[config.mk]
export PLATFORM = sky130hd
export DESIGN_NAME = hbpe_packer
export DESIGN_NICKNAME = d
export VERILOG_FILES = /design/src/hdl/hbpe_pkg.sv /design/src/hdl/hbpe_packer.sv
export SDC_FILE = /design/constraint.sdc
export NUM_CORES = 1
export LEC_CHECK = 0
export ABC_AREA = 1
export BUFFER_PORTS_ARGS = -buffer_cell sky130_fd_sc_hd__buf_2
export CAP_MARGIN = 5
export CORE_MARGIN = 4
export CORE_UTILIZATION = 40
export CTS_BUF_LIST = sky130_fd_sc_hd__clkbuf_4
export DETAILED_ROUTE_END_ITERATION = 10
export GPL_ROUTABILITY_DRIVEN = 0
export HOLD_SLACK_MARGIN = 0.05
export PLACE_DENSITY_LB_ADDON = 0.08
export SLEW_MARGIN = 20
export SYNTH_ARGS = -nofsm -noshare
export SYNTH_HDL_FRONTEND = slang
export SYNTH_SLANG_ARGS = --single-unit
export TNS_END_PERCENT = 30
[constraint.sdc]
create_clock -name clk -period 3 [get_ports clk]
set_input_delay 0 -clock clk [delete_from_list [all_inputs] [get_ports clk]]
set_output_delay 0 -clock clk [all_outputs]
set_load 0.01 [all_outputs]
[src/hdl/hbpe_pkg.sv]
// shared types and constants of the huffman bit packing encoder
package hbpe_pkg;

    localparam int SYMBOL_COUNT = 256;
    localparam int MAX_CODE_LEN = 32;
    localparam int CODE_W       = 32;
    localparam int LEN_W        = 6;
    localparam int SYM_W        = 8;
    localparam int TABLE_DEPTH  = 256;
    localparam int TABLE_ADDR_W = 8;
    localparam int PEND_W       = 7;
    localparam int PEND_CNT_W   = 3;
    localparam int ACC_W        = PEND_W + CODE_W;
    localparam int CNT_W        = 6;
    localparam int LEN_CAP      = (MAX_CODE_LEN < CODE_W) ? MAX_CODE_LEN : CODE_W;

    localparam logic [1:0] FUNC_LOAD   = 2'd0;
    localparam logic [1:0] FUNC_ENCODE = 2'd1;
    localparam logic [1:0] FUNC_FLUSH  = 2'd2;

    typedef struct packed {
        logic [1:0]        func;
        logic [SYM_W-1:0]  symbol;
        logic [CODE_W-1:0] code_bits;
        logic [LEN_W-1:0]  code_length;
    } cmd_item_t;

    typedef struct packed {
        logic [7:0]            out_byte;
        logic                  is_trailer;
        logic [PEND_CNT_W-1:0] pad_count;
        logic                  last;
    } pack_item_t;

    typedef struct packed {
        logic [1:0]        func;
        logic              hit;
        logic [CODE_W-1:0] code;
        logic [LEN_W-1:0]  length;
    } lookup_t;

endpackage

[src/hdl/hbpe_packer.sv]
// bit accumulator, byte emission, flush trailer and output register
module hbpe_packer
    import hbpe_pkg::*;
(
    input  logic       clk,
    input  logic       rst_n,
    input  logic       lk_valid,
    input  lookup_t    lk,
    output logic       lk_take,
    output logic       pack_valid,
    input  logic       pack_stall,
    output pack_item_t pack
);

    logic [ACC_W-1:0]      acc_reg;
    logic [ACC_W-1:0]      acc_next;
    logic [CNT_W-1:0]      total_reg;
    logic [CNT_W-1:0]      total_next;
    logic                  trailer_reg;
    logic                  trailer_next;
    logic [PEND_CNT_W-1:0] pad_reg;
    logic [PEND_CNT_W-1:0] pad_next;
    logic                  out_valid_reg;
    logic                  out_valid_next;
    pack_item_t            out_reg;
    pack_item_t            out_next;

    logic                  out_free;
    logic                  emit_fire;
    logic                  trailer_fire;
    logic [CNT_W-1:0]      emit_shift;
    logic [CNT_W-1:0]      eff_total;
    logic [PEND_CNT_W-1:0] pend_cnt;
    logic [PEND_W-1:0]     pend_bits;
    logic [ACC_W-1:0]      code_mask;
    logic [ACC_W-1:0]      enc_acc;
    logic [CNT_W-1:0]      enc_total;
    logic [PEND_CNT_W-1:0] flush_pad;
    logic [7:0]            emit_byte;
    logic                  emit_last;

    assign out_free     = !out_valid_reg || !pack_stall;
    assign emit_fire    = out_free && (total_reg >= CNT_W'(8));
    assign trailer_fire = out_free && trailer_reg && (total_reg < CNT_W'(8));
    assign emit_shift   = total_reg - CNT_W'(8);
    assign eff_total    = emit_fire ? emit_shift : total_reg;
    assign lk_take      = lk_valid && (eff_total < CNT_W'(8)) && (!trailer_reg || trailer_fire);

    assign pend_cnt  = eff_total[PEND_CNT_W-1:0];
    assign pend_bits = acc_reg[PEND_W-1:0] & PEND_W'((8'd1 << pend_cnt) - 8'd1);
    assign code_mask = (ACC_W'(1) << lk.length) - ACC_W'(1);
    assign enc_acc   = (ACC_W'(pend_bits) << lk.length) | (ACC_W'(lk.code) & code_mask);
    assign enc_total = CNT_W'(pend_cnt) + CNT_W'(lk.length);
    assign flush_pad = PEND_CNT_W'(4'd8 - {1'b0, pend_cnt});
    assign emit_byte = 8'(acc_reg >> emit_shift);
    assign emit_last = (emit_shift < CNT_W'(8)) && !trailer_reg;

    always_comb
    begin
        acc_next     = acc_reg;
        total_next   = total_reg;
        trailer_next = trailer_reg;
        pad_next     = pad_reg;
        if (emit_fire)
        begin
            total_next = emit_shift;
        end
        if (trailer_fire)
        begin
            trailer_next = 1'b0;
        end
        if (lk_take)
        begin
            case (lk.func)
                FUNC_ENCODE:
                begin
                    if (lk.hit)
                    begin
                        acc_next   = enc_acc;
                        total_next = enc_total;
                    end
                end
                FUNC_FLUSH:
                begin
                    acc_next     = ACC_W'(pend_bits) << flush_pad;
                    total_next   = (pend_cnt == '0) ? '0 : CNT_W'(8);
                    trailer_next = 1'b1;
                    pad_next     = flush_pad;
                end
                default:
                begin
                    acc_next = acc_reg;
                end
            endcase
        end
    end

    always_comb
    begin
        out_valid_next = out_valid_reg;
        out_next       = out_reg;
        if (out_free)
        begin
            out_valid_next = emit_fire || trailer_fire;
            if (emit_fire)
            begin
                out_next.out_byte   = emit_byte;
                out_next.is_trailer = 1'b0;
                out_next.pad_count  = '0;
                out_next.last       = emit_last;
            end
            else if (trailer_fire)
            begin
                out_next.out_byte   = '0;
                out_next.is_trailer = 1'b1;
                out_next.pad_count  = pad_reg;
                out_next.last       = 1'b1;
            end
        end
    end

    always_ff @(posedge clk or negedge rst_n)
    begin
        if (!rst_n)
        begin
            acc_reg       <= '0;
            total_reg     <= '0;
            trailer_reg   <= 1'b0;
            pad_reg       <= '0;
            out_valid_reg <= 1'b0;
        end
        else
        begin
            acc_reg       <= acc_next;
            total_reg     <= total_next;
            trailer_reg   <= trailer_next;
            pad_reg       <= pad_next;
            out_valid_reg <= out_valid_next;
        end
    end

    always_ff @(posedge clk)
    begin
        out_reg <= out_next;
    end

    assign pack_valid = out_valid_reg;
    assign pack       = out_reg;

endmodule

# Yosys cells after proc, flatten, opt, wreduce, memory -nomap -nowiden
# Cells that the tools add are included.
# Widths: inputs -> output; s select.
[op_classes] shifts=5 reduce_logical=18 n_mux=12 n_bitwise=3 order_cmp=4 n_eq_ne=3 n_addsub=5
[ops] op="$pmux 39 s2" n=1
[ops] op="$and 32x39->39" n=1
[ops] op="$mux 39" n=1
[ops] op="$or 39x39->39" n=1
[ops] op="$shl 1x6->39 const A" n=1
[ops] op="$shl 7x3->39" n=1
[ops] op="$shl 7x6->39" n=1
[ops] op="$shr 39x6->8" n=1
[ops] op="$sub 39x2->39 const B" n=1
[ops] op="$mux 13" n=2
[ops] op="$lt 6x4->1 const B" n=3
[ops] op="$mux 6" n=3
[ops] op="$pmux 6 s2" n=1
[ops] op="$and 7x7->7" n=1
[ops] op="$shl 1x3->7 const A" n=1
[ops] op="$sub 7x1->7 const B" n=1
[ops] op="$add 3x6->6" n=1
[ops] op="$ge 6x4->1 const B" n=1
[ops] op="$logic_and 1x1->1" n=6
[ops] op="$sub 6x4->6 const B" n=1
[ops] op="$mux 4" n=1
[ops] op="$reduce_and 2->1" n=2
[ops] op="$reduce_bool 2->1" n=2
[ops] op="$logic_not 1->1" n=3
[ops] op="8 further kinds" n=12
[word_totals] elab_cells=59 out_inout_bits=15 regBits=63 in_bits=45

# Logic depth before layout (Yosys ltp)
[depth] depth_word=11 depth_mapped=18 depth_no_buf=16

# Least setup slack after synthesis
# No wires, ideal clock.
[synth_timing] path_kind="register to register" start="register total_reg[1]" end="register acc_reg[1]" n_path_buf=2 required_time_ns=2.917 setup_ns=0.083 t_arrival_ns=2.612 path_stages_with_launch=19 setup_slack_ns=0.306 synth_period_minus_slack_ns=2.694 cell_sequence="dfrtp_1 clkbuf_1 inv_1 clkbuf_1 ha_1 ha_1 nor2_1 inv_1 nand2_1 o21ai_0 nor2_1 nand2_1 nor2_1 nand3_1 o21ai_0 nand2_1 nand2_1 nand2_1 o21ai_0"
[synth_between] elab_chain_cells=10 elab_cells_between_ends=20 cone_classes="3 x add/sub; 3 x order compare; 3 x shift; 3 x mux; 2 x bitwise; 6 x reduce/logical"
[synth_rtl] item="start: declaration" line_no="hbpe_packer.sv:17" rtl="logic [CNT_W-1:0] total_reg;"
[synth_rtl] item="start signal: assignment" line_no="hbpe_packer.sv:135" rtl="total_reg <= total_next;"
[synth_rtl] item="$ge 6x4->1" line_no="hbpe_packer.sv:43" rtl="assign emit_fire = out_free && (total_reg >= CNT_W'(8));"
[synth_rtl] item="$logic_and 1x1->1" line_no="hbpe_packer.sv:43"
[synth_rtl] item="$mux 6" line_no="hbpe_packer.sv:46" rtl="assign eff_total = emit_fire ? emit_shift : total_reg;"
[synth_rtl] item="$shl 1x3->7" line_no="hbpe_packer.sv:50" rtl="assign pend_bits = acc_reg[PEND_W-1:0] & PEND_W'((8'd1 << pend_cnt) - 8'd1);"
[synth_rtl] item="$sub 7x1->7" line_no="hbpe_packer.sv:50"
[synth_rtl] item="$and 7x7->7" line_no="hbpe_packer.sv:50"
[synth_rtl] item="$shl 7x6->39" line_no="hbpe_packer.sv:52" rtl="assign enc_acc = (ACC_W'(pend_bits) << lk.length) | (ACC_W'(lk.code) & code_mask);"
[synth_rtl] item="$or 39x39->39" line_no="hbpe_packer.sv:52"
[synth_rtl] item="$mux 39" line_no="hbpe_packer.sv:77" rtl="if (lk.hit)"
[synth_rtl] item="$pmux 39 s2" line_no="hbpe_packer.sv:74" rtl="case (lk.func)"
[synth_rtl] item="end signal: assignment" line_no="hbpe_packer.sv:134" rtl="acc_reg <= acc_next;"
[synth_rtl] item="end: declaration" line_no="hbpe_packer.sv:15" rtl="logic [ACC_W-1:0] acc_reg;"
# Parallel ways exist; a longest one is shown, timed or not. The select of a mux whose other input is x is not followed.
# A chain may end at the register's enable or synchronous reset.

# Worst setup path in the final report
[layout_timing] start="register total_reg[0]" end="register acc_reg[24]"
# Same word-level chain as after synthesis.

==> impl.org <==
** Hold path
- Startpoint of the tightest hold check path :: lk_valid
- The worst hold path belongs to the class in -> reg.

** Die
- After floorplanning, the core was sized to cover roughly 16000 um^2.
- For this configuration, the core starts out at a cell density of 40.6%.
- In this run the core area contains 46 standard-cell rows.
- Chip width :: 135 um
- The floorplan step defined a die boundary enclosing 18200 um^2.
- Top-Level Pins :: 60
- Chip Height :: 135 um

** Detailed routing
- In this run, the number of DRC markers left after iteration 0 of detailed routing was about 760.
- Via total after detailed routing :: around 7500
- The final layout contains routed wiring with a total length of between 20000 and 25000 um.
- Before antenna repair, the detailed router went through 9 iterations.
- Dividing the detail-routed wire length by the instance count gives between 15 and 20 um.
- ANT nets after route :: 0
- In the routed design, unresolved DRC markers number 0.
- Post-DR vias/cell :: about 5.4

** Final layout
- Counting the fill cells in the layout gives about 1800.
- From synthesis to final layout, the design area changed by 15.8%.
- Proportion of layout cells with a drive suffix above 1 :: 10.7%
- Final standard cell count with taps included and fillers excluded :: between 1000 and 1500
- # nets final :: 1233
- Max FFs per register :: 39

** Setup path
- STA classifies the critical path endpoint as a flop.
- Req. time, crit path :: around 3400 ps
- Walking the worst path, the cells encountered are inv_1, buf_4, ha_1, xor2_1, nand2_1, nand2_1, o21ai_0, nor2_1, nand2_1, nand3_1, nand3_1, nand2_1, nand2_1, nand2_1.
- In this run the worst path has a maximum fanout of 29.
- The worst setup path is launched from a flop.
- The critical path in this run is classified as reg -> reg.
- Cell occurring most often along the worst timing path :: nand2_1
- On the critical path, the stage with the largest delay is an instance of dfrtp_2.
- In this run the worst setup path begins at total_reg[0].
- Crit Reg-Reg Startpoint :: total_reg[0]
- STA puts the critical path data arrival time at around 3100 ps.
- Largest incremental delay on the critical path :: between 400 and 500 ps

** CTS
- For the worst-skew pair, the clock arrives at the later sink with an insertion delay of ~460 ps.
- H-tree levels :: 3
- The clock passes through at most 2 buffers.
- TritonCTS built the clock tree.
- Buffers inserted during clock tree synthesis total 9.
- CTS placed an instance of clkbuf_4 at the clock tree root.
- Clock-pin slew was measured on the worst setup and hold paths at 140 ps.
- CTS saw 63 sinks.
- Number of post-CTS setup repair buffers :: 0

** Logic synthesis
- Fraction of synthesis flops using an asynchronous set or reset pin :: roughly 79%
- Sorting the synthesized cells by area gives the leading types as nand2_1 22%, dfrtp_1 19%, nand3_1 11%, o21ai_0 10%, edfxtp_1 6.1%.
- The most used flip-flop cell after synthesis is dfrtp_1.
- Number of instances in the synthesized netlist :: around 1100
- Yosys printed 0 warnings.
- The share of the Yosys chip area taken by registers is 25.5%.
- A synthesized cell averages approximately 5.9 um^2.
- After synthesis the netlist holds a flip-flop and latch count of 63.
- Most area-hungry cell type in the Yosys netlist :: nand2_1
- In this run, synthesis inferred 13 flip-flops with an integrated enable.
- Syn_nets :: roughly 1200
- Synthesized area :: roughly 6400 um^2
- After synthesis, the largest area contributor takes up 21.7% of total cell area.
- Number of distinct library cells after synthesis :: 48

** STA
- Worst hold-check slack :: approximately 86 ps
- Post-route clock period utilization :: 90.9%
- Setup skew after layout :: a little under 30 ps
- Number of setup violations in the final report :: 0
- RSZ-0062 raised after global routing :: no
- At the pin with the least slew margin, the transition time is roughly 970 ps.
- Max-Slew Margin vs Limit :: between 30 and 40%
- The number of failing hold endpoints at the final stage came to 0.
- Slew Limit Fails :: 0
- Max Clk Rate :: approximately 370 MHz
- The smallest clock period supported by the final layout is computed as 2730 ps.
- Setup Total Neg Slack :: 0 ps

** Pwr
- Leakage power summed over all cells :: 0.00381 uW
- Dividing total power by cell area gives a power density of 862 nW/um^2.
- Across the VDD grid, the largest voltage drop is between 0.3 and 0.4 mV.

** Place
- Placed wire-length estimate after detailed placement :: 18300 um
- Port buffering added 59 buffers.
- Placed instance count :: between 1000 and 1500

** Outcome
- The run finished with clean final reports.

** Job
- Reported max-cap violation count :: 0

** Global routing
- Vias in the first global route :: between 6000 and 7000
- Remaining global-route overflow :: 0
- Pin count of the biggest net entering global routing :: between 50 and 60
- GR Util All Layers :: between 20% and 30%
- The first global-routing pass estimated 37500 um of wire.
- The number of antenna violations at the first check in global routing was 1.
-- final cells by class --
cell class	count	area [um^2]	share of cell area (%)
flip-flops and latches	63	1640	22.1
well taps	216	270	3.63
repair buffers	119	845	11.3
multi-input cells	884	4180	56.1
clock inverters	7	72.6	0.975
inverters	96	367	4.92
clock buffers	9	67.6	0.908
diodes	1	2.50	0.0336
-- kinds of logic (layout without fill, tap and decap cells) --
group           Yosys count  in the layout  synth area share, %
compound gates          203            203                 17.0
buf+inv                 151            231                 9.50
simple gates            656            656                 43.4
xor+xnor                  5              5                0.681
fa+ha+maj                15             15                 3.04
mux                       5              5                0.798
flops                    63             63                 25.5
other cells               0              1                    0
-- through the flow --
stage	instance area [um^2]	util [%]	total power [uW]	setup slack, ps
after floorplan	6430	-	4500	306
after global placement	6910	43.7	5690	269
after detailed placement	6910	43.7	5670	282
after CTS	7430	47.0	6350	213
after global routing	7440	47.0	7020	49.1
final	7440	47.0	6420	273
-- per-layer routing --
| layer | GRT usage [%] | wire [um] | up-vias |
|---|---|---|---|
| li1 | - | - | 3786 |
| met1 | 36.1 | 10700 | 3438 |
| met2 | 41.8 | 10800 | 281 |
| met3 | 3.95 | 1400 | 41 |
| met4 | 8.94 | 708 | 0 |
| met5 | 0 | 0 | - |
-- placed cells by master (no fill, tap or decap), types with 4 or more instances in the layout --
cell           count
mux2i_1            4
ha_1              14
a21boi_0           5
nor3_1             9
nand4_1           22
nand2_1          371
a31oi_1            5
o21ai_0          132
o211ai_1           5
or2_2              7
nand3_1          135
buf_2             59
clkinv_1           5
dfrtp_1           49
clkbuf_4           9
dlygate4sd3_1     38
a21oi_1           35
edfxtp_1          13
nor2_1            95
buf_4             21
xor2_1             4
inv_1             84
inv_2              5
o22ai_1           10
-- power breakdown --
| group | leakage, uW | switching, uW | internal (uW) |
|---|---|---|---|
| Combinational | 0.00301 | 2910 | 1380 |
| Clock | 0.0000723 | 382 | 255 |
| Sequential | 0.000732 | 235 | 1250 |
| Total | 0.00381 | 3520 | 2890 |
-- worst paths after layout --
kind                                      to  slack (ps)  cells past startpoint
min in group asynchronous         acc_reg[6]         250                      2
max in group asynchronous       total_reg[0]        2010                      3
worst min-delay path            total_reg[3]          90                      7
worst max-delay path             acc_reg[24]         270                     14
worst max register to register   acc_reg[24]         270                     14
worst min register to register    pad_reg[0]         510                      2
-- cell usage after synthesis, types with 5 or more instances --
cell type and number:
buf_2 12, or2_2 7, clkinv_1 5, nor2_1 96, dfrtp_1 50, a21boi_0 5, nor3_1 9, a21oi_1 35
nand3_1 135, ha_1 14, nand2_1 371, a31oi_1 5, buf_1 9, o211ai_1 5, inv_2 5, o21ai_0 132
edfxtp_1 13, clkbuf_1 29, nand4_1 22, o22ai_1 10, inv_1 85
-- worst max-delay path: cells and delay by family, from the launching register on --
| family | cells | cell delay, ps |
|---|---|---|
| and+or+nand+nor | 9 | 1190 |
| DFF | 1 | 460 |
| buffers and inverters | 2 | 380 |
| adders and majority gates | 1 | 290 |
| AOI/OAI and AO/OA | 1 | 170 |
| xor gates and xnor gates | 1 | 160 |
-- what timing repair did --
item                                    4_1_cts  5_1_grt
gates resized for setup                       0        2
hold endpoints to repair                     82        0
endpoints found under the setup margin        0        9
hold buffers                                 38        0
No activity file was read; power rests on OpenSTA's default activity.
